--- config.mk ---
export PLATFORM = sky130hd
export DESIGN_NAME = tbpr_ctrl
export DESIGN_NICKNAME = d
export VERILOG_FILES = /design/src/tbpr_pkg.sv /design/src/tbpr_ctrl.sv
export SDC_FILE = /design/constraint.sdc
export NUM_CORES = 1
export LEC_CHECK = 0
export BUFFER_PORTS_ARGS = -buffer_cell sky130_fd_sc_hd__clkbuf_2
export CAP_MARGIN = 20
export CORE_AREA = 4 4 41 43
export DETAILED_ROUTE_END_ITERATION = 8
export DIE_AREA = 0 0 45 47
export PLACE_DENSITY = 0.35
export SYNTH_ARGS = -nofsm -noshare
export SYNTH_HDL_FRONTEND = slang
export SYNTH_SLANG_ARGS = --single-unit
--- constraint.sdc ---
create_clock -name i_clk -period 1.4 [get_ports i_clk]
set_clock_uncertainty 0.1 [all_clocks]
set_input_delay 0.14 -clock i_clk [delete_from_list [all_inputs] [get_ports i_clk]]
set_output_delay 0.14 -clock i_clk [all_outputs]
set_load 0.005 [all_outputs]
--- src/tbpr_pkg.sv ---
// ----------------------------------------------------------------------------
// tbpr_pkg
// Shared types and constants of the tile background pixel renderer.
// ----------------------------------------------------------------------------
package tbpr_pkg;

    localparam int VRAM_BYTES    = 8192;
    localparam int VRAM_AW       = $clog2(VRAM_BYTES);
    localparam int BANK_DEPTH    = VRAM_BYTES / 2;
    localparam int BANK_AW       = $clog2(BANK_DEPTH);
    localparam int SCREEN_WIDTH  = 160;
    localparam int SCREEN_HEIGHT = 144;

    localparam logic [8:0] SCREEN_W9 = 9'(SCREEN_WIDTH);
    localparam logic [8:0] SCREEN_H9 = 9'(SCREEN_HEIGHT);

    // upper address bits of the two tile maps (0x1800 / 0x1C00)
    localparam logic [1:0] MAP_TOP_BITS = 2'b11;

    localparam int CFG_IDX_W  = 3;
    localparam int CFG_DATA_W = 8;

    typedef enum logic [CFG_IDX_W-1:0] {
        CFG_BG_ENABLE   = 3'd0,
        CFG_MAP_SELECT  = 3'd1,
        CFG_DATA_SELECT = 3'd2,
        CFG_SCROLL_H    = 3'd3,
        CFG_SCROLL_V    = 3'd4,
        CFG_PALETTE     = 3'd5
    } t_cfg_index;

    localparam logic KIND_WRITE  = 1'b0;
    localparam logic KIND_RENDER = 1'b1;

    // source of the shared video memory read address
    typedef enum logic [1:0] {
        ADR_MAP,
        ADR_ROW,
        ADR_HOLD
    } t_addr_sel;

    typedef struct packed {
        logic      clear;
        logic      in_ready;
        logic      load_out;
        t_addr_sel addr_sel;
    } t_ctrl_cmd;

    typedef struct packed {
        logic in_valid;
        logic render_ok;
        logic out_free;
        logic clear_last;
    } t_dp_status;

endpackage

--- src/tbpr_ctrl.sv ---
// ----------------------------------------------------------------------------
// tbpr_ctrl
// Sequencer: memory clear after reset, then map read and tile row read
// for each render word.
// ----------------------------------------------------------------------------
module tbpr_ctrl import tbpr_pkg::*; (
    input  logic       i_clk,
    input  logic       i_rst_n,
    input  t_dp_status i_status,
    output t_ctrl_cmd  o_cmd
);

    typedef enum logic [1:0] {
        S_CLEAR,
        S_IDLE,
        S_TILE,
        S_PIX
    } t_state;

    t_state r_state;
    t_state n_state;
    logic   in_ready;
    logic   start_render;

    always_comb begin
        in_ready = (r_state == S_IDLE) || ((r_state == S_PIX) && i_status.out_free);
        start_render = in_ready && i_status.in_valid && i_status.render_ok;

        o_cmd.clear    = (r_state == S_CLEAR);
        o_cmd.in_ready = in_ready;
        o_cmd.load_out = (r_state == S_PIX) && i_status.out_free;
        o_cmd.addr_sel = ADR_HOLD;
        n_state        = r_state;

        case (r_state)
            S_CLEAR: begin
                if (i_status.clear_last) begin
                    n_state = S_IDLE;
                end
            end
            S_IDLE: begin
                o_cmd.addr_sel = ADR_MAP;
                if (start_render) begin
                    n_state = S_TILE;
                end
            end
            S_TILE: begin
                o_cmd.addr_sel = ADR_ROW;
                n_state        = S_PIX;
            end
            S_PIX: begin
                // result leaves and the next word may enter at the same edge
                if (i_status.out_free) begin
                    o_cmd.addr_sel = ADR_MAP;
                    n_state        = start_render ? S_TILE : S_IDLE;
                end
            end
            default: begin
                n_state = S_IDLE;
            end
        endcase
    end

    always_ff @(posedge i_clk) begin
        if (!i_rst_n) begin
            r_state <= S_CLEAR;
        end else begin
            r_state <= n_state;
        end
    end

endmodule

==> summary.md <==
| Metric | Value |
|---|---|
| Status | complete, no violations |
| Total power density per cell area | 1010 nW/µm² |
| Max FFs per register | 2 |
| Total area of multi-input combinational cells | 95.1 µm² |
| Headroom to the max-slew limit | 0.861 |
| Final worst path period need | 1300 ps |
| Most frequent cells in the layout | 10 x clkbuf_2, 3 x clkbuf_4, 2 x and3_2 |
| Number of buffers added to fix hold violations after cts | 0 |
| Sum Neg Setup Slack | 0 ps |
| Vias per cell | 4.00 |
| Unrepaired setup endpoints after global routing | false |
| DRT Wirelength | 428 µm |
| Worst setup slack after layout | 99.0 ps |
| Total of fill cells in the finished design | 161 |
| Hold Violations, Final | 0 |
| DIE WIDTH | 45 µm |
| Endpoint required time on the critical path | 1160 ps |
| Synthesized instance count | 17 |
| Stages on worst setup path | 3 |
| Std cell rows | 13 |
| Area of all sequential standard cells | 43.8 µm² |
| Count of cells along the worst register-to-register path | 2 |
| Post-CTS setup buffer count | 0 |
| CTS H-Tree Depth | 1 |
| Wire per inst | 9.95 µm |
| Setup CP Type | register to primary output |
| Count of final setup violators | 0 |
| Clock Pin Slew Worst Setup and Hold Paths | 30 ps |
| Final GP Congestion | 0.651 |
| Number of I/O port buffers | 10 |
| Growth of design area from synthesis to finish | 53.3% |
| Register area share after synthesis | 0.267 |
| Total count of max-transition violations in the final report | 0 |
| Leftover overflow at the end of global routing | 0 |
| Total of warnings raised by yosys | 0 |
| Antenna violations before repair | 0 |
| Startpoint type of the worst setup path | register |
| Remaining DRCs | 0 |
| Place WS | 162 ps |
| Half-perimeter wire length after placement | 358 µm |
| Tightest Hold Check Type | primary input to register |
| F_max | 0.769 GHz |
| CP Data Arrival Time | 1060 ps |
| Max IR drop VDD | 247 µV |
| Kind of cell adding the most delay to the critical path | flip-flops |
| Final worst-path cycle share | 0.929 |
| Initial core utilization | 0.115 |
| Largest buffer count on any clock path | 2 |
| Iteration-0 DRC Markers | 0 |
| Inst Count DP | 40 |
| Flops & latches, synth | 2 |
| Placeable core area | 1300 µm² |
| Max capacitance violation total | 0 |
| First-pass iteration count of the detailed router | 1 |
| Slowest stage cell on the critical path | dfxtp_1 |
| Register bank with the most flops | r_state |
| Routed via count | 172 |
| Number of buffers created by CTS | 3 |
| Overall die area | 2120 µm² |
| Pin count of the biggest net entering global routing | 11 |
| Count of cell types in the netlist | 15 |
| Die height | 47 µm |
| Via count of the first global-routing pass | 200 |
| Total Routing Usage GR | 0.0505 |
| Most common cell after layout, fill and taps aside | clkbuf_2 |
| Worst hold path stage count | 2 |
| Slowest stage delay, CP | 420 ps |
| Crit-path cells | nand2b_1, and2_2, clkbuf_2 |
| Mean instance size in the synthesized netlist | 8.83 µm² |
| Total standard cell area after synthesis | 150 µm² |
| First-pass GRT wire length | 710 µm |
| Cell at the root of the clock tree | clkbuf_4 |
| Ports | 11 |
| Largest registers | r_state: 2 flops |
| P_leak | 0.111 nW |
| Number of clock sinks seen by CTS | 2 |
| Worst Setup End Kind | primary output |
| Fraction of final layout cells with drive strength greater than 1 | 0.679 |
| Critical path fanouts, max | 7 |
| Worst-skew pair later-pin latency | 220 ps |
| Count of antenna diodes in the layout | 0 |
| Count of buffering cells on the critical path with inverters included | 1 |
| Remaining number of nets flagged by the antenna check after routing | 0 |
| Final layout net count | 36 |
| CTS tree | yes |
| Slew at the pin closest to its max-slew limit | 208 ps |
| Final cell count without fillers | 43 |
| Synthesized netlist net count | 23 |
==> path summary, 6_finish.rpt <==
check	slack, ps	from	endpoint
min reg2reg	510	r_state[0]	r_state[0]
max	100	r_state[1]	o_cmd[3]
min	60	i_rst_n	r_state[1]
max reg2reg	360	r_state[1]	r_state[0]
==> repair_timing <==
item                       in CTS  in global routing
resized for setup               1                  2
pin swaps                       0                  0
setup endpoints to repair       1                  1
==> report_power, final <==
group          switching, mW  internal [mW]  total [mW]
Sequential           0.00828         0.0617      0.0700
Clock                 0.0278         0.0942       0.122
Combinational         0.0158         0.0238      0.0396
==> synthesized netlist by cell type <==
cell type,instances,area (µm²)
and3_2,2,15.0
dfxtp_1,2,40.0
a21boi_0,1,7.51
a21oi_1,1,5.00
and2_2,1,7.51
and2b_2,1,8.76
and3_1,1,6.26
buf_4,1,7.51
buf_6,1,11.3
nand2b_1,1,6.26
nand4_1,1,6.26
nand4b_1,1,8.76
nor2_1,1,3.75
o21a_1,1,7.51
o31a_1,1,8.76
==> kinds of logic after synthesis <==
logic type             count (synthesis)  synth area share
and+or+nand+nor                        9             0.417
DFF                                    2             0.267
AOI/OAI and AO/OA                      4             0.192
buffers and inverters                  2             0.125
==> stage by stage <==
step / area (µm²) / power, mW / utilization / hold WS, ps
6_report: 230 / 0.232 / 0.177 / 61.8
3_3_place_gp: 200 / 0.106 / 0.154 / 260
4_1_cts: 224 / 0.238 / 0.172 / 63.6
3_5_place_dp: 200 / 0.110 / 0.154 / 286
2_1_floorplan: 150 / 0.0945 / - / 158
5_1_grt: 230 / 0.248 / 0.177 / 66.8
==> area by class of cell <==
type,instances,area share
multi-input cells,13,0.413
well taps,15,0.0815
repair buffers,10,0.217
flip-flops and latches,2,0.190
clock buffers,3,0.0978
==> per-layer routing <==
layer | track usage | share of wire
met2 | 0.0847 | 0.46
met4 | 0.0526 | 0
met5 | 0 | 0
met1 | 0.0475 | 0.39
met3 | 0.0153 | 0.14
No activity file was read; power rests on OpenSTA's default activity.
